### config.mk
export PLATFORM = sky130hd
export DESIGN_NAME = command_packet_decoder_crc16_unit
export DESIGN_NICKNAME = d
export VERILOG_FILES = /design/src/rtl/cpd_pkg.sv /design/src/rtl/command_packet_decoder_crc16_unit.sv
export VERILOG_INCLUDE_DIRS = /design/src /design/src/rtl
export SDC_FILE = /design/constraint.sdc
export NUM_CORES = 1
export LEC_CHECK = 0
export BUFFER_PORTS_ARGS = -buffer_cell sky130_fd_sc_hd__buf_2
export CAP_MARGIN = 20
export CORE_UTILIZATION = 55
export CTS_CLUSTER_DIAMETER = 150
export DETAILED_ROUTE_END_ITERATION = 7
export PLACE_DENSITY = 0.76
export SKIP_LAST_GASP = 1
export SYNTH_ARGS = -nofsm -noshare
export SYNTH_HDL_FRONTEND = slang
export SYNTH_SLANG_ARGS = --single-unit
export TNS_END_PERCENT = 1
### constraint.sdc
create_clock -name aclk -period 7.84 [get_ports aclk]
set_input_delay 1.568 -clock aclk [delete_from_list [all_inputs] [get_ports aclk]]
set_output_delay 1.568 -clock aclk [all_outputs]
set_load 0.05 [all_outputs]
### src/rtl/command_packet_decoder_crc16_unit_defines.svh
// Assertion macros shared by the RTL. Each macro expands to a labeled
// concurrent assertion in simulation and to nothing in synthesis.
`ifndef COMMAND_PACKET_DECODER_CRC16_UNIT_DEFINES_SVH
`define COMMAND_PACKET_DECODER_CRC16_UNIT_DEFINES_SVH

`ifndef SYNTHESIS
// Checked on every rising edge of aclk once reset has been released.
`define CPD_ASSERT(label, prop, msg) \
    label: assert property (@(posedge aclk) disable iff (!aresetn) prop) else $error(msg);
// Checked on every rising edge of aclk, reset included.
`define CPD_ASSERT_ALWAYS(label, prop, msg) \
    label: assert property (@(posedge aclk) prop) else $error(msg);
`else
`define CPD_ASSERT(label, prop, msg)
`define CPD_ASSERT_ALWAYS(label, prop, msg)
`endif

`endif

### src/rtl/cpd_pkg.sv
package cpd_pkg;

    // Packet layout.
    localparam int unsigned PktLen       = 15;
    localparam int unsigned CrcSpan      = 13;
    localparam int unsigned PayloadFirst = 2;
    localparam int unsigned PayloadDepth = 11;
    localparam int unsigned PosW         = 4;
    localparam int unsigned PayIdxW      = 4;

    localparam logic [15:0] CrcInit = 16'hFFFF;
    localparam logic [15:0] CrcPoly = 16'h1021;

    // Configuration port.
    localparam int unsigned CfgIdxW  = 2;
    localparam int unsigned CfgDataW = 8;
    localparam logic [CfgIdxW-1:0] RegExpectedMagic   = 2'd0;
    localparam logic [CfgIdxW-1:0] RegExpectedVersion = 2'd1;

    // Result beat width: 90 bits of fields padded to whole bytes.
    localparam int unsigned OutDataW = 96;

    typedef enum logic [1:0] {
        ST_OK        = 2'd0,
        ST_TOO_SHORT = 2'd1,
        ST_BAD_HDR   = 2'd2,
        ST_CRC_BAD   = 2'd3
    } status_t;

    // CRC-16/CCITT-FALSE, one byte, MSB first.
    function automatic logic [15:0] crc_byte(input logic [15:0] crc_in, input logic [7:0] b);
        logic [15:0] c;
        c = crc_in ^ {b, 8'h00};
        for (int k = 0; k < 8; k++) begin
            if (c[15]) begin
                c = {c[14:0], 1'b0} ^ CrcPoly;
            end else begin
                c = {c[14:0], 1'b0};
            end
        end
        return c;
    endfunction

endpackage

### src/rtl/command_packet_decoder_crc16_unit.sv
// Channel | Dir | Beat contents
// --------+-----+-------------------------------------------------------------
// s_      | in  | one packet byte per beat; tlast flags the final byte
// m_      | out | one decoded result per flagged input beat
// cfg_    | in  | register writes: 0 expected magic, 1 expected version
//
// The block takes one byte in every cycle while s_tready is high; the CRC is
// updated a whole byte at a time, and a flagged beat shows its result on the
// next cycle from the output register.
// Reset is synchronous and active low. It clears the byte counter, the header
// flag, the output valid and both configuration registers, and sets the CRC
// to its initial value. The input stalls only when a result sits in the output
// register and the downstream side is not taking it in the same cycle.
`include "command_packet_decoder_crc16_unit_defines.svh"

module command_packet_decoder_crc16_unit (
    input  logic                               aclk,
    input  logic                               aresetn,

    input  logic                               s_tvalid,
    output logic                               s_tready,
    input  logic [7:0]                         s_tdata,   // [7:0] data_byte
    input  logic                               s_tlast,   // last_byte

    output logic                               m_tvalid,
    input  logic                               m_tready,
    // [1:0] status, [9:2] flags, [25:10] sequence_res, [57:26] timestamp_ms,
    // [65:58] pitch, [73:66] roll, [81:74] throttle, [89:82] yaw, rest zero
    output logic [cpd_pkg::OutDataW-1:0]       m_tdata,

    input  logic                               cfg_valid,
    output logic                               cfg_ready,
    input  logic [cpd_pkg::CfgIdxW-1:0]        cfg_index,
    input  logic [cpd_pkg::CfgDataW-1:0]       cfg_data
);

    localparam logic [cpd_pkg::PosW-1:0] PosLast    = cpd_pkg::PosW'(cpd_pkg::PktLen);
    localparam logic [cpd_pkg::PosW-1:0] PosCrcLo   = cpd_pkg::PosW'(cpd_pkg::CrcSpan);
    localparam logic [cpd_pkg::PosW-1:0] PosCrcHi   = cpd_pkg::PosW'(cpd_pkg::CrcSpan + 1);
    localparam logic [cpd_pkg::PosW-1:0] PosPayload = cpd_pkg::PosW'(cpd_pkg::PayloadFirst);
    localparam logic [cpd_pkg::PosW-1:0] PosMagic   = '0;
    localparam logic [cpd_pkg::PosW-1:0] PosVersion = cpd_pkg::PosW'(1);

    // Configuration registers.
    logic [7:0] magic_reg, magic_next;
    logic [7:0] version_reg, version_next;

    // Per-packet state.
    logic [cpd_pkg::PosW-1:0] pos_reg, pos_next;
    logic [15:0]              crc_reg, crc_next;
    logic                     hdr_bad_reg, hdr_bad_next;
    logic [7:0]               rx_lo_reg, rx_lo_next;
    logic [7:0]               rx_hi_reg, rx_hi_next;
    logic [7:0]               payload_reg [cpd_pkg::PayloadDepth];

    // Output register.
    logic                          m_tvalid_reg, m_tvalid_next;
    logic [cpd_pkg::OutDataW-1:0]  m_tdata_reg, m_tdata_next;

    logic                          s_accept;
    logic                          cfg_accept;
    logic                          pay_we;
    logic [cpd_pkg::PayIdxW-1:0]   pay_idx;
    cpd_pkg::status_t              status;

    // A result may enter the output register whenever it is empty or being
    // drained this cycle, so bytes keep flowing during back-to-back packets.
    assign s_tready   = !m_tvalid_reg || m_tready;
    assign s_accept   = s_tvalid && s_tready;
    assign cfg_ready  = 1'b1;
    assign cfg_accept = cfg_valid && cfg_ready;

    assign m_tvalid = m_tvalid_reg;
    assign m_tdata  = m_tdata_reg;

    // Payload bytes 2..12 land in slots 0..10.
    assign pay_idx = cpd_pkg::PayIdxW'(pos_reg - PosPayload);
    assign pay_we  = s_accept && (pos_reg >= PosPayload) && (pos_reg < PosCrcLo);

    always_comb begin
        magic_next   = magic_reg;
        version_next = version_reg;
        if (cfg_accept) begin
            unique case (cfg_index)
                cpd_pkg::RegExpectedMagic:   magic_next   = cfg_data;
                cpd_pkg::RegExpectedVersion: version_next = cfg_data;
                default: ;
            endcase
        end
    end

    always_comb begin
        pos_next      = pos_reg;
        crc_next      = crc_reg;
        hdr_bad_next  = hdr_bad_reg;
        rx_lo_next    = rx_lo_reg;
        rx_hi_next    = rx_hi_reg;
        m_tvalid_next = m_tvalid_reg && !m_tready;
        m_tdata_next  = m_tdata_reg;
        status        = cpd_pkg::ST_OK;

        // Bytes past the fifteenth leave the packet state untouched and the
        // counter stays saturated.
        if (pos_reg < PosLast) begin
            if (pos_reg == PosMagic && s_tdata != magic_reg) begin
                hdr_bad_next = 1'b1;
            end
            if (pos_reg == PosVersion && s_tdata != version_reg) begin
                hdr_bad_next = 1'b1;
            end
            if (pos_reg < PosCrcLo) begin
                crc_next = cpd_pkg::crc_byte(crc_reg, s_tdata);
            end
            if (pos_reg == PosCrcLo) begin
                rx_lo_next = s_tdata;
            end
            if (pos_reg == PosCrcHi) begin
                rx_hi_next = s_tdata;
            end
            pos_next = pos_reg + 1'b1;
        end

        // Checks in priority order: length, header, CRC.
        if (pos_next < PosLast) begin
            status = cpd_pkg::ST_TOO_SHORT;
        end else if (hdr_bad_next) begin
            status = cpd_pkg::ST_BAD_HDR;
        end else if ({rx_hi_next, rx_lo_next} != crc_next) begin
            status = cpd_pkg::ST_CRC_BAD;
        end

        if (!s_accept) begin
            pos_next     = pos_reg;
            crc_next     = crc_reg;
            hdr_bad_next = hdr_bad_reg;
            rx_lo_next   = rx_lo_reg;
            rx_hi_next   = rx_hi_reg;
        end else if (s_tlast) begin
            // An ok packet has all payload bytes stored by earlier beats.
            m_tvalid_next = 1'b1;
            m_tdata_next  = '0;
            m_tdata_next[1:0] = status;
            if (status == cpd_pkg::ST_OK) begin
                m_tdata_next[9:2]   = payload_reg[0];
                m_tdata_next[25:10] = {payload_reg[2], payload_reg[1]};
                m_tdata_next[57:26] = {payload_reg[6], payload_reg[5],
                                       payload_reg[4], payload_reg[3]};
                m_tdata_next[65:58] = payload_reg[7];
                m_tdata_next[73:66] = payload_reg[8];
                m_tdata_next[81:74] = payload_reg[9];
                m_tdata_next[89:82] = payload_reg[10];
            end
            // Rearm for the next packet.
            pos_next     = '0;
            crc_next     = cpd_pkg::CrcInit;
            hdr_bad_next = 1'b0;
        end
    end

    always_ff @(posedge aclk) begin
        if (!aresetn) begin
            magic_reg    <= '0;
            version_reg  <= '0;
            pos_reg      <= '0;
            crc_reg      <= cpd_pkg::CrcInit;
            hdr_bad_reg  <= 1'b0;
            m_tvalid_reg <= 1'b0;
        end else begin
            magic_reg    <= magic_next;
            version_reg  <= version_next;
            pos_reg      <= pos_next;
            crc_reg      <= crc_next;
            hdr_bad_reg  <= hdr_bad_next;
            m_tvalid_reg <= m_tvalid_next;
        end
    end

    // Payload registers carry no reset; every slot is rewritten before an
    // ok result can read it.
    always_ff @(posedge aclk) begin
        rx_lo_reg   <= rx_lo_next;
        rx_hi_reg   <= rx_hi_next;
        m_tdata_reg <= m_tdata_next;
        if (pay_we) begin
            payload_reg[pay_idx] <= s_tdata;
        end
    end

    // A non-ok result carries only its status.
    `CPD_ASSERT(a_fields_zero_unless_ok,
        (m_tvalid_reg && m_tdata_reg[1:0] != cpd_pkg::ST_OK) |-> (m_tdata_reg[89:2] == '0),
        "decoded fields nonzero on a failed packet")
    // A flagged byte rearms the packet state.
    `CPD_ASSERT(a_rearm_after_last,
        (s_accept && s_tlast) |=> (pos_reg == '0 && crc_reg == cpd_pkg::CrcInit && !hdr_bad_reg),
        "packet state not rearmed after final byte")
    // The counter saturates on unflagged trailing bytes.
    `CPD_ASSERT(a_pos_saturates,
        (s_accept && !s_tlast && pos_reg == PosLast) |=> (pos_reg == PosLast),
        "byte counter left saturation")
    // A waiting result blocks the input.
    `CPD_ASSERT_ALWAYS(a_stall_when_full,
        (m_tvalid_reg && !m_tready) |-> !s_tready,
        "input accepted while result register is held")
    // A flagged beat always produces a result.
    `CPD_ASSERT(a_result_follows_last,
        (s_accept && s_tlast) |=> m_tvalid_reg,
        "no result after final byte")

endmodule

==> impl_metrics.py, run 1 <==
metrics = {
    "outcome": {
        "outcome": "completed",
    },
    "clock_network": {
        "postCtsSetupBuffers": 0,
        "hold_buffers": 0,
        "clk_pin_slew_ns": 0.06,
        "cts.htree.levels": 1,
        "cts_buffers": 24,
        "root_buffer": "clkbuf_16",
        "clockBufferDepth": 3,
        "cts_resized": 0,
        "insertion_delay_ns": 0.51,
        "cts.sinks": 232,
        "cts_tree": "built",
    },
    "floorplan": {
        "pin_count": 123,
        "dieArea_um2": 18480,
        "rows": 48,
        "die_h_um": 135.9,
        "die_w_um": 135.9,
        "core_region_area_um2": 17420,
        "start_util": 0.5665,
    },
    "power": {
        "clkPwrFrac": 0.398,
        "comb_power_share": 0.111,
        "swShare": 0.2410,
        "p_switching_mw": 0.6820,
        "peakVddDrop_uv": 175.9,
        "power_density_nw_per_um2": 249.5,
        "seqPwrFrac": 0.491,
        "p_leak_nw": 4.539,
        "p_int_mw": 2.148,
        "power_mw": 2.830,
    },
    "worst_setup_path": {
        "cp.arrival_ns": 4.82,
        "critical_path.top_delay_family": "simple AND/OR/NAND/NOR gates",
        "startpoint_type": "primary input",
        "cpMaxStageDelayCell": "buf_4",
        "slowest_delay_ns": 0.62,
        "cp-end-kind": "flip-flop",
        "worstSetupPathType": "in2reg",
        "crit_required_ns": 8.21,
        "path_cells": "buf_2 -> xnor2_1 -> xor2_1 -> a211o_1 -> a221oi_1 -> or4b_1 -> nor4_4 -> buf_4 -> and4b_1",
        "cp_max_fo": 90,
        "cp.buffers_inverters": 2,
    },
    "synth": {
        "synth_seq_cells": 232,
        "syn_avg_cell_area_um2": 14.70,
        "synthMuxAreaShare": 0.03665,
        "ys_types": 52,
        "ys.warnings.count": 0,
        "seq_area_frac_synth": 0.6675,
        "yosys.area_share.xor_xnor": 0.06011,
        "synth_compound_area_frac": 0.03804,
        "yosys.area_share.simple": 0.1560,
        "synth_cells": 671,
        "syn_area_um2": 9867,
        "synth_edf_count": 194,
        "async_reset_ff_frac": 0,
        "yosys.area_share.adder": 0.008876,
        "synth_top_family_by_area": "simple AND/OR/NAND/NOR gates",
        "synth_ff_type": "edfxtp_1",
    },
    "grt": {
        "grt_pass1_wl_um": 30690,
        "grt_max_degree": 91,
        "antenna_found_initial": 0,
        "grt_pass1_vias": 5749,
        "grt-ovfl-total": 0,
        "grt_use_total": 0.2167,
    },
    "final_layout": {
        "syn2layout_area_growth_pct": 14.96,
        "diodes": 0,
        "post-route-util": 0.6513,
        "largest_register_ffs": 90,
        "drive_above_1_share": 0.2255,
        "final_cell_mix": "194 x edfxtp_1, 115 x buf_2, 89 x and4b_1, 40 x nand2_1, 38 x dfxtp_1",
        "final_common_cell": "edfxtp_1",
        "fin_nets": 799,
        "final_cell_count_no_fill": 1010,
    },
    "placed_design": {
        "placed_cells": 966,
        "place_congestion": 0.9147,
        "place_hpwl_um": 12390,
        "portBuffers": 115,
    },
    "timing": {
        "slew_headroom": 0.3894,
        "period_share": 0.5671,
        "period_needed_ns": 4.446,
        "worstMarginPinSlew_ns": 0.9125,
        "finalSetupViolCount": 0,
        "timing.hold.ws_ns": 0.5205,
        "fmax_mhz": 224.9,
        "fin_skew_ns": 0.009729,
        "hold_viol_final": 0,
        "drv_slew": 0,
        "rsz0062_at_grt": "no",
        "tns_ns": 0,
    },
    "worst_hold_path": {
        "hold_path_class": "reg2reg",
    },
    "detailed_routing": {
        "drc": 0,
        "num_vias": 5834,
        "drtAntennaViolNets": 0,
        "wirelength_um": 19850,
        "viasPerCell": 5.776,
        "dr.pass1.iters": 5,
        "routedWlPerCell_um": 19.65,
        "drtIter0Drc": 509,
    },
    "job": {
        "cap_violations": 0,
    },
}
==> cell families (layout without fill, tap and decap cells) <==
| logic type | after synthesis | after routing |
|---|---|---|
| other | 2 | 7 |
| AO/OA/AOI/OAI | 56 | 56 |
| XOR/XNOR | 53 | 53 |
| buffers and inverters | 72 | 181 |
| flip-flops | 232 | 232 |
| AND/OR/NAND/NOR | 214 | 214 |
| adder cells (fa/ha/maj) | 7 | 7 |
| multiplexers | 35 | 35 |
==> area by class of cell <==
cell class / instances / area, um2
Clock buffer: 27 / 621.8
Inverter: 16 / 61.31
Multi-Input combinational cell: 372 / 2985
Timing Repair Buffer: 122 / 640.6
Tap cell: 225 / 281.5
Clock inverter: 16 / 166.4
Fill cell: 1247 / 6073
Sequential cell: 232 / 6586
==> synthesized netlist by cell type (all sizes together) (2+ instances only) <==
library cell / n / area share
inv: 16 / 0.0061
nor3b: 3 / 0.0023
edfxtp: 194 / 0.59
nand2: 41 / 0.016
nand2b: 5 / 0.0032
a22oi: 3 / 0.0023
nor2b: 23 / 0.015
xnor2: 36 / 0.037
and4b: 89 / 0.090
nor2: 20 / 0.0076
a211oi: 3 / 0.0023
mux2: 9 / 0.010
nor3: 6 / 0.0030
mux2i: 26 / 0.026
a21oi: 11 / 0.0056
o22ai: 2 / 0.0013
buf: 13 / 0.0081
o211ai: 14 / 0.011
o21ai: 11 / 0.0056
ha: 7 / 0.0089
nand3: 11 / 0.0056
nand4b: 2 / 0.0024
conb: 2 / 0.00076
nand4: 5 / 0.0032
xor2: 11 / 0.0098
a211o: 3 / 0.0027
a2111oi: 2 / 0.0018
clkbuf: 43 / 0.018
nor4: 3 / 0.0034
dfxtp: 38 / 0.077
xnor3: 5 / 0.011
==> routing by layer <==
metal | global-route usage | vias to the layer above | wire [um]
met4 | 0.07160 | 0 | 471
met1 | 0.2830 | 2835 | 8306
met2 | 0.3662 | 229 | 9696
met3 | 0.03915 | 46 | 1374
met5 | 0 | - | 0
li1 | - | 2724 | -
==> worst min-delay path, cell delays in order (launching register included) <==
cell and delay, ns:
dfxtp_1 0.33, a21oi_1 0.04, o21ai_0 0.12
==> power groups by stage <==
stage | Clock (mW) | Sequential [mW] | Combinational, mW
floorplan | 0 | 1.47 | 0.184
global placement | 0 | 1.41 | 0.302
detailed placement | 0 | 1.42 | 0.310
CTS | 1.13 | 1.39 | 0.311
global route | 1.18 | 1.39 | 0.336
finish | 1.13 | 1.39 | 0.315
==> through the flow <==
stage / area (um2) / setup slack (ns)
4_1_cts: 11320 / 3.451
2_1_floorplan: 9886 / 2.965
5_1_grt: 11340 / 3.236
3_5_place_dp: 10540 / 2.930
6_report: 11340 / 3.394
3_3_place_gp: 10530 / 2.989
==> path summary, 6_finish.rpt <==
| check | from | end | slack (ns) | cells after the start |
|---|---|---|---|---|
| max | s_tdata[1] | m_tdata[61] | 3.39 | 9 |
| min | crc_reg[5] | crc_reg[5] | 0.52 | 2 |
| max reg2reg | pos_reg[0] | m_tdata[61] | 3.48 | 9 |
| min reg2reg | crc_reg[5] | crc_reg[5] | 0.52 | 2 |
Note: power is estimated with default switching activity, not from simulation.
==> inputs of run 2 (changes only) <==
CORE_UTILIZATION = 52   (was 55)
clock period = 3.8 ns   (was 7.84 ns; I/O delays follow)
==> run 2 against run 1 <==
  * Core utilization is 2.9 points lower
  * Worst hold slack got worse by 0.0079 ns
  * Non-clock buffer count rose by 23
  * Clock-buffer cell count down 1
  * Sequential share of layout area down 1.3 points
  * Sequential cell count stayed put
  * Critical path type is now reg2reg
==> impl_metrics.py, run 2 (synthesis gave the netlist of run 1 again) <==
metrics = {
    "timing": {
        "slew_headroom": 0.2284,
        "drv_slew": 0,
        "hold_viol_final": 0,
        "period_needed_ns": 3.641,
        "fmax_mhz": 274.7,
        "worstMarginPinSlew_ns": 1.128,
        "finalSetupViolCount": 0,
        "rsz0062_at_grt": "no",
        "period_share": 0.9581,
        "fin_skew_ns": 0.009405,
        "tns_ns": 0,
    },
    "detailed_routing": {
        "dr.pass1.iters": 6,
        "routedWlPerCell_um": 20.26,
        "viasPerCell": 5.706,
        "drtAntennaViolNets": 0,
        "wirelength_um": 21090,
        "drc": 0,
        "drtIter0Drc": 580,
        "num_vias": 5940,
    },
    "placed_design": {
        "place_congestion": 0.8635,
        "place_hpwl_um": 13380,
        "portBuffers": 115,
    },
    "grt": {
        "grt_max_degree": 91,
        "grt_pass1_vias": 5766,
        "grt_use_total": 0.2111,
        "grt_pass1_wl_um": 32060,
        "antenna_found_initial": 0,
        "grt-ovfl-total": 0,
    },
    "floorplan": {
        "pin_count": 123,
        "rows": 50,
        "dieArea_um2": 19530,
        "start_util": 0.5293,
        "die_w_um": 139.8,
        "core_region_area_um2": 18640,
        "die_h_um": 139.8,
    },
    "clock_network": {
        "cts.sinks": 232,
        "cts.htree.levels": 1,
        "cts_buffers": 23,
        "clockBufferDepth": 3,
        "insertion_delay_ns": 0.51,
        "hold_buffers": 0,
        "cts_tree": "built",
        "root_buffer": "clkbuf_16",
        "clk_pin_slew_ns": 0.06,
    },
    "final_layout": {
        "regArea_um2": 6586,
        "syn2layout_area_growth_pct": 17.50,
        "largest_register_ffs": 90,
        "multi_input_area_um2": 2990,
        "final_common_cell": "edfxtp_1",
        "drive_above_1_share": 0.2491,
        "final_cell_mix": "194 x edfxtp_1, 115 x buf_2, 89 x and4b_1, 40 x nand2_1, 38 x dfxtp_1",
        "nFillCells": 1382,
        "fin_nets": 821,
        "diodes": 0,
    },
    "worst_setup_path": {
        "startpoint_type": "flip-flop",
        "worstSetupPathType": "reg2reg",
        "crit_required_ns": 4.15,
        "cp_max_fo": 33,
        "cp-end-kind": "flip-flop",
        "cp.arrival_ns": 3.99,
    },
    "power": {
        "p_leak_nw": 4.652,
        "power_density_nw_per_um2": 513.0,
        "power_mw": 5.948,
        "peakVddDrop_uv": 263.8,
    },
    "job": {
        "cap_violations": 0,
    },
    "outcome": {
        "outcome": "completed",
    },
    "worst_hold_path": {
        "hold_path_class": "reg2reg",
    },
}
## run 2: cell type report
type / instances / share of cell area
Tap cell: 234 / 0.02525
Inverter: 16 / 0.005504
Multi-Input combinational cell: 372 / 0.2579
Sequential cell: 232 / 0.5681
Clock inverter: 16 / 0.01835
Timing Repair Buffer: 145 / 0.07339
Clock buffer: 26 / 0.05148
## run 2: what timing repair did
action                                  4_1_cts  5_1_grt
resized for setup                             0        3
setup buffers                                 0        1
endpoints found under the setup margin        0       68
## run 2: path summary, 6_finish.rpt
check	from	end	slack, ns	cells past startpoint
setup / recovery	pos_reg[1]	m_tdata[69]	0.16	11
hold / removal	m_tvalid	m_tvalid	0.51	2
setup reg to reg	pos_reg[1]	m_tdata[69]	0.16	11
hold reg to reg	m_tvalid	m_tvalid	0.51	2
## run 2: stage by stage
step	std cells	setup slack [ns]	util	cell area, um2	hold WS, ns
finish	1041	0.1591	0.6219	11590	0.5126
global route	1041	0.001061	0.6219	11590	0.5444
CTS	1037	0.07681	0.6181	11520	0.5240
detailed placement	995	0.1138	0.5747	10710	0.5092
global placement	995	0.1980	0.5747	10710	0.4882
floorplan	676	0.1024	-	9892	0.4631
## run 2: critical path, stage by stage (launching register included)
cell       delay (ns)
dfxtp_1          0.39
inv_1            0.18
ha_1             0.22
and4b_1          0.31
mux2_2           0.39
a211o_1          0.24
a221oi_1         0.27
or4b_1           0.51
nor4_4           0.30
buf_4            0.20
clkbuf_16        0.20
and4b_1          0.28
## run 2: power breakdown
part / total [mW] / internal [mW] / switching (mW)
sequential: 2.86 / 2.82 / 0.0434
clock: 2.42 / 1.47 / 0.946
combinational: 0.665 / 0.240 / 0.425
## run 2: metal layers
metal  global-route usage  up-vias  part of all wire
li1                     -     2766                 -
met3              0.03063       36             0.064
met1               0.2933     2885              0.43
met5                    0        -                 0
met4              0.05842        0             0.021
met2               0.3479      253              0.49
